<file path="config.mk">
export PLATFORM = sky130hd
export DESIGN_NAME = xorshift_bounded_random_source_flat
export DESIGN_NICKNAME = d
export VERILOG_FILES = /design/src/rtl/xbrs_pkg.sv /design/src/rtl/xbrs_if.sv /design/src/rtl/xbrs_mul.sv /design/src/rtl/xbrs_div.sv /design/src/rtl/xorshift_bounded_random_source.sv /design/src/flat_wrapper.sv
export SDC_FILE = /design/constraint.sdc
export NUM_CORES = 2
export LEC_CHECK = 0
export BUFFER_PORTS_ARGS = -buffer_cell sky130_fd_sc_hd__buf_2
export CAP_MARGIN = 20
export CELL_PAD_IN_SITES_DETAIL_PLACEMENT = 1
export CELL_PAD_IN_SITES_GLOBAL_PLACEMENT = 1
export CORE_ASPECT_RATIO = 1.5
export CORE_MARGIN = 3
export CORE_UTILIZATION = 55
export DETAILED_ROUTE_END_ITERATION = 10
export GPL_ROUTABILITY_DRIVEN = 0
export GPL_TIMING_DRIVEN = 0
export HOLD_SLACK_MARGIN = 0.03
export PLACE_DENSITY_LB_ADDON = 0.1
export SYNTH_ARGS = -nofsm -noshare
export SYNTH_HDL_FRONTEND = slang
export SYNTH_SLANG_ARGS = --single-unit
</file>
<file path="constraint.sdc">
create_clock -name clock -period 19.5 [get_ports clock]
set_input_delay 1.95 -clock clock [delete_from_list [all_inputs] [get_ports clock]]
set_output_delay 1.95 -clock clock [all_outputs]
set_load 0.01 [all_outputs]
</file>
<file path="src/rtl/xbrs_pkg.sv">
// Shared types, constants and the xorshift step for the bounded random source.
`timescale 1ns / 1ps
package xbrs_pkg;

   localparam int unsigned ACTION_W = 2;
   localparam int unsigned BOUND_W  = 32;
   localparam int unsigned WORD_W   = 64;
   localparam int unsigned HALF_W   = 32;

   localparam logic [WORD_W-1:0] RESET_STATE   = 64'h0DEA_DCA7_FEED_BEEF;
   localparam logic [WORD_W-1:0] SEED_FALLBACK = 64'hCAFE_BABE_DEAD_BEEF;
   localparam logic [WORD_W-1:0] SCRAMBLE_MUL  = 64'h2545_F491_4F6C_DD1D;

   localparam int unsigned SHIFT_A = 12;
   localparam int unsigned SHIFT_B = 25;
   localparam int unsigned SHIFT_C = 27;

   typedef enum logic [ACTION_W-1:0] {
      ACT_RAW64   = 2'd0,
      ACT_RAW32   = 2'd1,
      ACT_UNIFORM = 2'd2,
      ACT_NONE    = 2'd3
   } action_type;

   // Handshake between the sequencer and a multi-cycle arithmetic unit.
   typedef struct packed {
      logic start;
   } unit_cmd_type;

   typedef struct packed {
      logic done;
   } unit_sts_type;

   function automatic logic [WORD_W-1:0] xorshift_step(input logic [WORD_W-1:0] s);
      logic [WORD_W-1:0] x;
      x = s;
      x = x ^ (x >> SHIFT_A);
      x = x ^ (x << SHIFT_B);
      x = x ^ (x >> SHIFT_C);
      return x;
   endfunction

endpackage

</file>
<file path="src/rtl/xbrs_if.sv">
// Request and response channel interfaces of the bounded random source.
`timescale 1ns / 1ps
interface xbrs_req_if;
   import xbrs_pkg::*;
   logic                valid;
   logic                ready;
   logic [ACTION_W-1:0] action;
   logic [BOUND_W-1:0]  bound;

   modport source (output valid, output action, output bound, input ready);
   modport sink   (input valid, input action, input bound, output ready);
endinterface

interface xbrs_rsp_if;
   import xbrs_pkg::*;
   logic              valid;
   logic              ready;
   logic [WORD_W-1:0] value;

   modport source (output valid, output value, input ready);
   modport sink   (input valid, input value, output ready);
endinterface

</file>
<file path="src/rtl/xbrs_mul.sv">
// Three-pass scrambling multiplier: low 64 bits of a times the scramble constant.
`timescale 1ns / 1ps
module xbrs_mul (
   input  logic                         clock,
   input  logic                         reset,
   input  xbrs_pkg::unit_cmd_type       cmd,
   input  logic [xbrs_pkg::WORD_W-1:0]  operand,
   output xbrs_pkg::unit_sts_type       sts,
   output logic [xbrs_pkg::WORD_W-1:0]  product
);
   import xbrs_pkg::*;

   localparam logic [HALF_W-1:0] MUL_LO = SCRAMBLE_MUL[HALF_W-1:0];
   localparam logic [HALF_W-1:0] MUL_HI = SCRAMBLE_MUL[WORD_W-1:HALF_W];

   logic [WORD_W-1:0] a_ff;
   logic [WORD_W-1:0] acc_ff;
   logic [WORD_W-1:0] acc_in;
   logic [1:0]        pass_ff;
   logic              busy_ff;
   logic              done_ff;
   logic [HALF_W-1:0] op_x;
   logic [HALF_W-1:0] op_y;
   logic [WORD_W-1:0] part;

   // lo*lo first, then both cross terms into the upper half
   always_comb begin
      op_x   = (pass_ff == 2'd2) ? a_ff[WORD_W-1:HALF_W] : a_ff[HALF_W-1:0];
      op_y   = (pass_ff == 2'd1) ? MUL_HI : MUL_LO;
      part   = WORD_W'(op_x) * WORD_W'(op_y);
      acc_in = acc_ff;
      if (pass_ff == 2'd0) begin
         acc_in = part;
      end else begin
         acc_in[WORD_W-1:HALF_W] = acc_ff[WORD_W-1:HALF_W] + part[HALF_W-1:0];
      end
   end

   always_ff @(posedge clock) begin
      if (reset) begin
         busy_ff <= 1'b0;
         done_ff <= 1'b0;
         pass_ff <= 2'd0;
      end else begin
         done_ff <= busy_ff && (pass_ff == 2'd2);
         if (cmd.start) begin
            busy_ff <= 1'b1;
            pass_ff <= 2'd0;
            a_ff    <= operand;
         end else if (busy_ff) begin
            acc_ff  <= acc_in;
            pass_ff <= pass_ff + 2'd1;
            if (pass_ff == 2'd2) begin
               busy_ff <= 1'b0;
            end
         end
      end
   end

   assign sts.done = done_ff;
   assign product  = acc_ff;

endmodule

</file>
<file path="src/rtl/xbrs_div.sv">
// Bit-serial restoring remainder unit, one dividend bit per cycle.
`timescale 1ns / 1ps
module xbrs_div (
   input  logic                         clock,
   input  logic                         reset,
   input  xbrs_pkg::unit_cmd_type       cmd,
   input  logic [xbrs_pkg::HALF_W-1:0]  dividend,
   input  logic [xbrs_pkg::HALF_W-1:0]  divisor,
   output xbrs_pkg::unit_sts_type       sts,
   output logic [xbrs_pkg::HALF_W-1:0]  remainder
);
   import xbrs_pkg::*;

   localparam int unsigned CNT_W = $clog2(HALF_W);

   logic [HALF_W-1:0] rem_ff;
   logic [HALF_W-1:0] rem_in;
   logic [HALF_W-1:0] dvd_ff;
   logic [HALF_W-1:0] dsr_ff;
   logic [CNT_W-1:0]  cnt_ff;
   logic              busy_ff;
   logic              done_ff;
   logic [HALF_W:0]   trial;
   logic [HALF_W:0]   diff;

   always_comb begin
      trial  = {rem_ff, dvd_ff[HALF_W-1]};
      diff   = trial - {1'b0, dsr_ff};
      rem_in = diff[HALF_W] ? trial[HALF_W-1:0] : diff[HALF_W-1:0];
   end

   always_ff @(posedge clock) begin
      if (reset) begin
         busy_ff <= 1'b0;
         done_ff <= 1'b0;
         cnt_ff  <= '0;
      end else begin
         done_ff <= busy_ff && (cnt_ff == CNT_W'(HALF_W - 1));
         if (cmd.start) begin
            busy_ff <= 1'b1;
            cnt_ff  <= '0;
            rem_ff  <= '0;
            dvd_ff  <= dividend;
            dsr_ff  <= divisor;
         end else if (busy_ff) begin
            rem_ff <= rem_in;
            dvd_ff <= dvd_ff << 1;
            cnt_ff <= cnt_ff + CNT_W'(1);
            if (cnt_ff == CNT_W'(HALF_W - 1)) begin
               busy_ff <= 1'b0;
            end
         end
      end
   end

   assign sts.done  = done_ff;
   assign remainder = rem_ff;

endmodule

</file>
<file path="src/rtl/xorshift_bounded_random_source.sv">
// Top level: xorshift64* source with rejection-sampled bounded output.
//
//   channel   direction  handshake                contents
//   req_chan  in         valid/ready              action, bound
//   rsp_chan  out        valid/ready              value (one word per request)
//   psel..    in         APB write, pready high   seed at byte address 0
//
// A raw 64- or 32-bit request passes through the accept cycle, one xorshift step,
// three passes through the single 32x32 multiplier, its done flag and the load of
// the response register. A uniform request adds a threshold remainder in the serial
// divider and, per accepted draw, another remainder in that divider; every rejected
// draw repeats the step and the multiply. Zero bound or unused action: no arithmetic.
// Reset is synchronous and loads the fixed start state; a stalled response word
// holds in its register and the next request may be taken meanwhile.
`timescale 1ns / 1ps
module xorshift_bounded_random_source (
   input  logic        clock,
   input  logic        reset,
   xbrs_req_if.sink    req_chan,
   xbrs_rsp_if.source  rsp_chan,
   input  logic        psel,
   input  logic        penable,
   input  logic        pwrite,
   input  logic [3:0]  paddr,
   input  logic [63:0] pwdata,
   output logic [63:0] prdata,
   output logic        pready
);
   import xbrs_pkg::*;

   typedef enum logic [2:0] {
      ST_IDLE,
      ST_THR,
      ST_DRAW,
      ST_MUL,
      ST_MOD,
      ST_DONE
   } state_type;

   state_type         state_ff;
   logic [WORD_W-1:0] seed_ff;
   logic [WORD_W-1:0] gen_state_ff;
   logic [WORD_W-1:0] gen_next;
   action_type        action_ff;
   logic [BOUND_W-1:0] bound_ff;
   logic [HALF_W-1:0] thr_ff;
   logic [WORD_W-1:0] result_ff;
   logic              rsp_valid_ff;
   logic [WORD_W-1:0] rsp_value_ff;

   logic              req_take;
   logic              csr_write;
   action_type        req_action;
   unit_cmd_type      mul_cmd;
   unit_sts_type      mul_sts;
   logic [WORD_W-1:0] mul_product;
   unit_cmd_type      div_cmd;
   unit_sts_type      div_sts;
   logic [HALF_W-1:0] div_dividend;
   logic [HALF_W-1:0] div_divisor;
   logic [HALF_W-1:0] div_rem;
   logic [HALF_W-1:0] draw_low;
   logic              draw_keep;

   // configuration: one 64-bit seed register, pready tied high
   assign pready    = 1'b1;
   assign csr_write = psel && penable && pwrite && pready && (paddr[3] == 1'b0);
   assign prdata    = (paddr[3] == 1'b0) ? seed_ff : '0;

   assign req_chan.ready = (state_ff == ST_IDLE);
   assign req_take       = req_chan.valid && req_chan.ready;
   assign req_action     = action_type'(req_chan.action);

   assign rsp_chan.valid = rsp_valid_ff;
   assign rsp_chan.value = rsp_value_ff;

   assign gen_next  = xorshift_step(gen_state_ff);
   assign draw_low  = mul_product[HALF_W-1:0];
   assign draw_keep = (draw_low >= thr_ff);

   // multiplier takes the freshly stepped state
   assign mul_cmd.start = (state_ff == ST_DRAW);

   // divider: threshold (2^32 - bound) mod bound on accept, then draw mod bound
   always_comb begin
      div_cmd.start = 1'b0;
      div_dividend  = draw_low;
      div_divisor   = bound_ff;
      if (state_ff == ST_IDLE) begin
         div_dividend  = HALF_W'(0) - req_chan.bound;
         div_divisor   = req_chan.bound;
         div_cmd.start = req_take && (req_action == ACT_UNIFORM) && (req_chan.bound != '0);
      end else if (state_ff == ST_MUL) begin
         div_cmd.start = mul_sts.done && (action_ff == ACT_UNIFORM) && draw_keep;
      end
   end

   xbrs_mul u_mul (
      .clock   (clock),
      .reset   (reset),
      .cmd     (mul_cmd),
      .operand (gen_next),
      .sts     (mul_sts),
      .product (mul_product)
   );

   xbrs_div u_div (
      .clock     (clock),
      .reset     (reset),
      .cmd       (div_cmd),
      .dividend  (div_dividend),
      .divisor   (div_divisor),
      .sts       (div_sts),
      .remainder (div_rem)
   );

   always_ff @(posedge clock) begin
      if (reset) begin
         state_ff     <= ST_IDLE;
         seed_ff      <= '0;
         gen_state_ff <= RESET_STATE;
         rsp_valid_ff <= 1'b0;
      end else begin
         // load a finished word when the register is free, drop it once taken
         if ((state_ff == ST_DONE) && (!rsp_valid_ff || rsp_chan.ready)) begin
            rsp_valid_ff <= 1'b1;
         end else if (rsp_valid_ff && rsp_chan.ready) begin
            rsp_valid_ff <= 1'b0;
         end

         // seed write: zero seed falls back to a fixed nonzero state
         if (csr_write) begin
            seed_ff      <= pwdata;
            gen_state_ff <= (pwdata != '0) ? pwdata : SEED_FALLBACK;
         end

         case (state_ff)
            ST_IDLE: begin
               if (req_take) begin
                  action_ff <= req_action;
                  bound_ff  <= req_chan.bound;
                  result_ff <= '0;
                  case (req_action)
                     ACT_RAW64, ACT_RAW32: state_ff <= ST_DRAW;
                     ACT_UNIFORM: begin
                        state_ff <= (req_chan.bound != '0) ? ST_THR : ST_DONE;
                     end
                     default: state_ff <= ST_DONE;
                  endcase
               end
            end
            ST_THR: begin
               if (div_sts.done) begin
                  thr_ff   <= div_rem;
                  state_ff <= ST_DRAW;
               end
            end
            ST_DRAW: begin
               // advance the generator; the multiplier latches the same value
               gen_state_ff <= gen_next;
               state_ff     <= ST_MUL;
            end
            ST_MUL: begin
               if (mul_sts.done) begin
                  case (action_ff)
                     ACT_RAW64: begin
                        result_ff <= mul_product;
                        state_ff  <= ST_DONE;
                     end
                     ACT_RAW32: begin
                        result_ff <= {{(WORD_W-HALF_W){1'b0}}, draw_low};
                        state_ff  <= ST_DONE;
                     end
                     default: begin
                        // reject draws below the threshold and draw again
                        state_ff <= draw_keep ? ST_MOD : ST_DRAW;
                     end
                  endcase
               end
            end
            ST_MOD: begin
               if (div_sts.done) begin
                  result_ff <= {{(WORD_W-HALF_W){1'b0}}, div_rem};
                  state_ff  <= ST_DONE;
               end
            end
            ST_DONE: begin
               // hold until the output register is free
               if (!rsp_valid_ff || rsp_chan.ready) begin
                  rsp_value_ff <= result_ff;
                  state_ff     <= ST_IDLE;
               end
            end
            default: state_ff <= ST_IDLE;
         endcase
      end
   end

   a_one_at_a_time: assert property (@(posedge clock) disable iff (reset)
      req_take |=> !req_chan.ready)
      else $error("request taken while previous one still in work");

   a_state_nonzero: assert property (@(posedge clock) disable iff (reset)
      gen_state_ff != '0)
      else $error("generator state reached zero");

   a_mul_done_place: assert property (@(posedge clock) disable iff (reset)
      mul_sts.done |-> state_ff == ST_MUL)
      else $error("multiplier finished outside its wait state");

   a_div_done_place: assert property (@(posedge clock) disable iff (reset)
      div_sts.done |-> (state_ff == ST_THR || state_ff == ST_MOD))
      else $error("divider finished outside its wait states");

   a_rem_in_range: assert property (@(posedge clock) disable iff (reset)
      div_sts.done |-> div_rem < bound_ff)
      else $error("remainder not below bound");

endmodule

</file>
<file path="src/flat_wrapper.sv">
// flat-port wrapper written by rule: the top's interface ports become plain ports
module xorshift_bounded_random_source_flat import xbrs_pkg::*;
  (clock, reset, psel, penable, pwrite, paddr, pwdata, prdata, pready, req_chan_valid, req_chan_action, req_chan_bound, req_chan_ready, rsp_chan_valid, rsp_chan_value, rsp_chan_ready);
  xbrs_req_if req_chan_i ();
  xbrs_rsp_if rsp_chan_i ();
  input  logic clock;
  input  logic reset;
  input  logic psel;
  input  logic penable;
  input  logic pwrite;
  input  logic [3:0] paddr;
  input  logic [63:0] pwdata;
  output logic [63:0] prdata;
  output logic pready;
  input wire logic [$bits(req_chan_i.valid)-1:0] req_chan_valid;
  input wire logic [$bits(req_chan_i.action)-1:0] req_chan_action;
  input wire logic [$bits(req_chan_i.bound)-1:0] req_chan_bound;
  output wire logic [$bits(req_chan_i.ready)-1:0] req_chan_ready;
  output wire logic [$bits(rsp_chan_i.valid)-1:0] rsp_chan_valid;
  output wire logic [$bits(rsp_chan_i.value)-1:0] rsp_chan_value;
  input wire logic [$bits(rsp_chan_i.ready)-1:0] rsp_chan_ready;
  assign req_chan_i.valid = req_chan_valid;
  assign req_chan_i.action = req_chan_action;
  assign req_chan_i.bound = req_chan_bound;
  assign req_chan_ready = req_chan_i.ready;
  assign rsp_chan_valid = rsp_chan_i.valid;
  assign rsp_chan_value = rsp_chan_i.value;
  assign rsp_chan_i.ready = rsp_chan_ready;
  xorshift_bounded_random_source u_core (.clock(clock), .reset(reset), .req_chan(req_chan_i), .rsp_chan(rsp_chan_i), .psel(psel), .penable(penable), .pwrite(pwrite), .paddr(paddr), .pwdata(pwdata), .prdata(prdata), .pready(pready));
endmodule
</file>
# Word level (Yosys, flattened, before mapping)

Cells that the tools add are included.
W data, S select, Z words.

$mul: 1
Add/subtract/negate cells: 5
Order comparisons: 1
Bitwise gates (word level): 6
Muxes and demuxes: 38
Equal/unequal tests: 18
Reductions and logical operators: 38

Operator list:

| cell                    | number |
|---|---|
| $mux W64                | 7 |
| $mux W32                | 8 |
| $pmux W64 S3            | 1 |
| $pmux W64 S2            | 1 |
| $reduce_bool A64 Y1     | 1 |
| $xor A64 B37 Y64        | 1 |
| $xor A64 B52 Y64        | 1 |
| $xor A64 B64 Y64        | 1 |
| $mul A32 B31 Y63        | 1 |
| $sub A33 B32 Y33        | 1 |
| $add A32 B32 Y32        | 1 |
| $ge A32 B32 Y1          | 1 |
| $reduce_bool A32 Y1     | 1 |
| $sub A1 B32 Y32 const A | 1 |
| $mux W31                | 1 |
| $mux W3                 | 8 |
| $pmux W3 S6             | 1 |
| $logic_and A1 B1 Y1     | 12 |
| $reduce_and A3 Y1       | 4 |
| $mux W1                 | 10 |
| $ne A2 B2 Y1 const B    | 5 |
| $reduce_or A2 Y1        | 4 |
| $eq A2 B1 Y1 const B    | 3 |
| $eq A2 B2 Y1 const B    | 3 |
| other kinds (19)        | 29 |

Flip-flop bits (word level): 561
Logic and storage cells: 128
Input port bits: 109

# Logic depth before layout (Yosys ltp)

Depth after elaboration: 7
Mapped depth: 43
Mapped depth without buffers: 40

# Cells and area by module

From an unflattened synthesis, not the netlist that was laid out.

Cell total of the unflattened synthesis: 4,898
Area total of the unflattened synthesis: 51,062.7 sq um

Modules (own cells, without submodules):

| module                         | cells an instance | times used | area each (sq um) |
|---|---|---|---|
| xbrs_mul                       | 2,850             | 1          | 29,721.0 |
| xorshift_bounded_random_source | 1,512             | 1          | 15,308.4 |
| xbrs_div                       | 536               | 1          | 6,033.3 |

# Worst setup path after synthesis

No wires, ideal clock.

Path type: reg-to-reg
Start: reg u_core.u_mul.pass_ff[0]
End: reg u_core.u_mul.acc_ff[61], in the netlist u_core.u_mul.product[61] (data pin)
Data arrival time: 9.442 ns
Required time: 19.240 ns
Path buffers: 3
Setup time: 0.260 ns
Path slack: 9.798 ns
Cell stages (with the launch flop): 37
Path through: dfxtp_1 inv_1 ha_1 clkbuf_1 clkbuf_1 buf_1 mux2i_1 nor2_1 fa_1 fa_1 inv_1 fa_1 fa_1 inv_1 fa_1 inv_1 fa_1 fa_1 fa_1 inv_1 ha_1 nand2_1 or3_1 o21ai_1 nand2_1 o21ai_0 xor2_1 ha_1 and3_1 nand3_1 o31ai_1 a211oi_1 o21bai_1 a21o_1 a31oi_1 xnor2_1 mux2_2

Cells in the longest elaborated chain, start to end: 5

Ends and longest elaborated chain:

| element                                             | line                           | RTL |
|---|---|---|
| start, declared                                     | xbrs_mul.sv:19                 | `logic [1:0] pass_ff;` |
| start signal, assigned                              | xbrs_mul.sv:52                 | `pass_ff <= pass_ff + 2'd1;` |
| $eq A2 B2 Y1 / $eq A2 B1 Y1 (equally long branches) | xbrs_mul.sv:28, xbrs_mul.sv:29 |  |
| $mux W32 / $mux W31 (equally long branches)         | xbrs_mul.sv:28, xbrs_mul.sv:29 |  |
| $mul A32 B31 Y63 (*)                                | xbrs_mul.sv:30                 | `part = WORD_W'(op_x) * WORD_W'(op_y);` |
| named net u_core.u_mul.part[24]                     | xbrs_mul.sv:24                 | `logic [WORD_W-1:0] part;` |
| $add A32 B32 Y32 (*)                                | xbrs_mul.sv:35                 | `acc_in[WORD_W-1:HALF_W] = acc_ff[WORD_W-1:HALF_W] + part[HALF_W-1:0];` |
| $mux W32 (*)                                        | xbrs_mul.sv:32                 | `if (pass_ff == 2'd0) begin` |
| named net u_core.u_mul.acc_in[61]                   | xbrs_mul.sv:18                 | `logic [WORD_W-1:0] acc_in;` |
| end signal, assigned                                | xbrs_mul.sv:51                 | `acc_ff <= acc_in;` |
| end, declared                                       | xbrs_mul.sv:17                 | `logic [WORD_W-1:0] acc_ff;` |

Mark *: on every way through the listed nets, which the timed path passes. The rest lies on a longest branch.
A chain may end at the register's enable or synchronous reset.

# Worst setup path after layout

Start: reg u_core.u_mul.pass_ff[0]
End: reg u_core.u_mul.acc_ff[63], in the netlist u_core.u_mul.product[63] (data pin)

Cells in the longest elaborated chain, start to end: 5

Ends and longest elaborated chain:

| element                                             | line |
|---|---|
| $eq A2 B2 Y1 / $eq A2 B1 Y1 (equally long branches) | xbrs_mul.sv:28, xbrs_mul.sv:29 |
| $mux W32 / $mux W31 (equally long branches)         | xbrs_mul.sv:28, xbrs_mul.sv:29 |
| $mul A32 B31 Y63 (*)                                | xbrs_mul.sv:30 |
| named net u_core.u_mul.part[23]                     | xbrs_mul.sv:24 |
| $add A32 B32 Y32 (*)                                | xbrs_mul.sv:35 |
| $mux W32 (*)                                        | xbrs_mul.sv:32 |

Marks and branches as above.

==> metrics.md <==
| Metric | Value |
|---|---|
| Antenna viol nets, final | `0` |
| Mapped Area | `50600 um^2` |
| Setup violators final | `0` |
| CP Data Required Time | `19.87 ns` |
| Via count | `38300` |
| R2R Path Start | `u_core.u_mul.pass_ff[0]$_SDFFE_PN0P_` |
| Slew @ Worst Pin | `1.14 ns` |
| Hold Buf Count CTS | `0` |
| Mapped Avg Cell Area | `10.5 um^2` |
| Die area | `95800 um^2` |
| Hold path startpoint | `u_core.result_ff[15]$_DFFE_PP_` |
| Top cell type by total area after synthesis | `edfxtp_1` |
| Number of flops mapped to enable cells by yosys | `~420` |
| Final WL | `176 mm` |
| Post-synth top flop | `edfxtp_1` |
| Crit. End Element | `register` |
| Register area share after synthesis | `30.5%` |
| Final worst-path cycle share | `64.6%` |
| # DRC | `0` |
| Share of layout cells above drive strength 1 | `8.40%` |
| Critical Path Max Stage Delay | `0.95 ns` |
| Skew final | `0.0887 ns` |
| TritonRoute pass-1 iters | `6` |
| DP HPWL | `147 mm` |
| TNS Setup | `0 ns` |
| Min-Delay Path Class | `register to register` |
| Highest-count cells in the layout ignoring fill and taps | `887 x inv_1, 607 x fa_1, 496 x ha_1` |
| RSZ-0062 raised after global routing | `no` |
| Most common library cell in the layout ignoring fill and taps | `inv_1` |
| Vias/cell | `5.96` |
| Clock Latency Late Sink | `between 0.6 and 0.7 ns` |
| Setup slack after layout | `6.90 ns` |
| All-Layer GR Usage | `36.9%` |
| Ranking of synthesized cells by area | `edfxtp_1 25%, fa_1 24%, ha_1 12%` |
| Worst Hold Depth | `0` |
| Worst slack at placement | `7.27 ns` |
| Core Rows | `135` |
| Total gr overflow | `0` |
| Max-slew violation count | `0` |
| Largest net degree at the start of global routing | `39` |
| CTS Buf Count | `56` |
| Post-CTS Setup Repair Bufs | `0` |
| Sink Count | `561` |
| Clock-pin slew on the worst setup and hold paths | `0.06 ns` |
| Synth unique cells | `87` |
| Fin crit period | `12.60 ns` |
| Number of global-route vias before repair | `43200` |
| Die width | `between 200 and 300 um` |
| CP max-delay cell | `mux2i_1` |
| Synth Warn # | `0` |
| Type of the worst setup path | `register to register` |
| Arr. time, crit path | `12.97 ns` |
| Starting Density | `55.7%` |
| Initial antenna violation count | `3` |
| Final hold vios | `0` |
| Core area | `~90000 um^2` |
| Max Fclk | `79.3 MHz` |
| Die height | `roughly 380 um` |
| CTS resizes | `0` |
| Port Buffer Count | `234` |
| CTS H-tree lvls | `2` |
| Initial drt markers | `2300` |
| Outcome | `complete, no violations` |
| Per-cell routed wire length | `27.4 um` |
| CP startpoint kind | `register` |
| Kind of cell adding the most delay to the critical path | `adder cells` |
| Max-cap violation count | `0` |
| CP max FO | `10` |
| Slew headroom | `22.0%` |
| WP buf/inv | `10` |
| Worst Setup SP | `u_core.u_mul.pass_ff[0]$_SDFFE_PN0P_` |
| Layout area overhead | `10.3%` |
| First-pass GRT wire length | `260 mm` |
| CTS tree | `built` |
| CTS Root Cell | `clkbuf_16` |
| Nets | `6428` |
| Seq cells post-synth | `561` |
| Worst-case hold slack | `0.375 ns` |
| R2R depth | `40` |
| Gate count of the mapped netlist | `4826` |
| Synth top area share | `roughly 25%` |
| Critical Path Most Common Cell | `fa_1` |
| Max clock buf depth | `3` |
| Crit. path cell count | `40` |
| Io pins | `240` |
| Synth async-reset ratio | `0%` |
-- per-stage QoR --
| step | util, % | area (um^2) | instances |
|---|---|---|---|
| floorplan | - | 50800 | 4885 |
| global placement | 58.8 | 53500 | 6283 |
| detailed placement | 59.4 | 54000 | 6317 |
| CTS | 61.4 | 55800 | 6423 |
| global route | 61.5 | 55800 | 6430 |
| finish | 61.5 | 55800 | 6430 |
-- cell type report --
class	instances	area (um^2)
sequential	561	15400
clock buffer	76	1530
buffer	163	676
antenna	2	5.00
inverter	888	3330
timing repair buffer	273	1650
fill	9944	35000
multi-input combinational	3273	31500
tap	1164	1460
clock inverter	30	298
-- path summary, 6_finish.rpt --
kind,end,slack (ns)
worst max register to register,u_core.u_mul.product[63]$_SDFFCE_PP0P_,6.90
worst max-delay path,u_core.u_mul.product[63]$_SDFFCE_PP0P_,6.90
worst min register to register,u_core.rsp_chan.value[15]$_DFFE_PP_,0.38
worst min-delay path,u_core.rsp_chan.value[15]$_DFFE_PP_,0.38
-- state kept, by name, indices dropped and copies added, names as in the netlist, 2 cells and up --
signal	cells
u_core.rsp_chan.value	64
u_core.u_mul.product	64
u_core.u_div.dsr_ff	32
u_core.gen_state_ff	64
u_core.thr_ff	32
u_core.seed_ff	64
u_core.u_mul.pass_ff	2
u_core.result_ff	64
u_core.state_ff	3
u_core.u_div.remainder	32
u_core.u_div.dvd_ff	32
u_core.u_mul.a_ff	64
u_core.action_ff	2
u_core.bound_ff	32
u_core.u_div.cnt_ff	5
-- kinds of logic after synthesis --
logic type	Yosys count	synth area share, %
AOI/OAI and AO/OA	761	9.92
adders and majority gates	1103	36.3
muxes	72	1.45
and+or+nand+nor	1006	9.28
other	2	0.0148
buffers and inverters	1051	7.92
xor gates and xnor gates	270	4.71
DFF	561	30.5
-- worst register-to-register path, delay by kind of cell (launching register included) --
family | cells | cell delay [ns]
simple gates | 6 | 1.05
buf+inv | 10 | 2.28
mux | 1 | 0.95
xor+xnor | 2 | 0.71
flops | 1 | 0.34
fa+ha+maj | 11 | 4.77
compound gates | 10 | 2.20
-- metal layers --
layer,vias to the layer above,routed length (um),GRT usage [%]
li1,16600,-,-
met1,19300,58500,37.8
met2,1588,89600,65.8
met3,774,9280,5.71
met4,0,18400,31.2
met5,-,0,0
-- synth_stat cells (6+ instances only) --
| master | n |
|---|---|
| nor3_2 | 7 |
| nor4_1 | 23 |
| xor2_1 | 105 |
| a311oi_1 | 9 |
| nor3_1 | 26 |
| inv_1 | 887 |
| mux2_2 | 10 |
| a211oi_1 | 26 |
| a22o_1 | 31 |
| buf_2 | 8 |
| a21boi_0 | 6 |
| mux2i_1 | 62 |
| edfxtp_1 | 418 |
| a21oi_1 | 263 |
| and3_1 | 15 |
| o211ai_1 | 6 |
| nor2b_1 | 97 |
| a211o_1 | 42 |
| fa_1 | 607 |
| o221ai_1 | 11 |
| a21o_1 | 88 |
| or2_2 | 18 |
| o21bai_1 | 20 |
| or3_1 | 10 |
| nand4_1 | 26 |
| o21a_1 | 18 |
| clkbuf_1 | 140 |
| o31ai_1 | 10 |
| nand3_1 | 40 |
| nor2_1 | 271 |
| a31oi_1 | 30 |
| a31o_2 | 6 |
| a41oi_1 | 7 |
| o22ai_1 | 40 |
| o21ai_0 | 84 |
| and2_1 | 52 |
| xnor2_1 | 164 |
| nand2b_1 | 27 |
| o31a_1 | 7 |
| dfxtp_1 | 143 |
| ha_1 | 496 |
| a221oi_1 | 9 |
| nand2_1 | 367 |
Power is not shown: default switching activity piles up to over one toggle a cycle in this logic, so the estimate is an artifact.
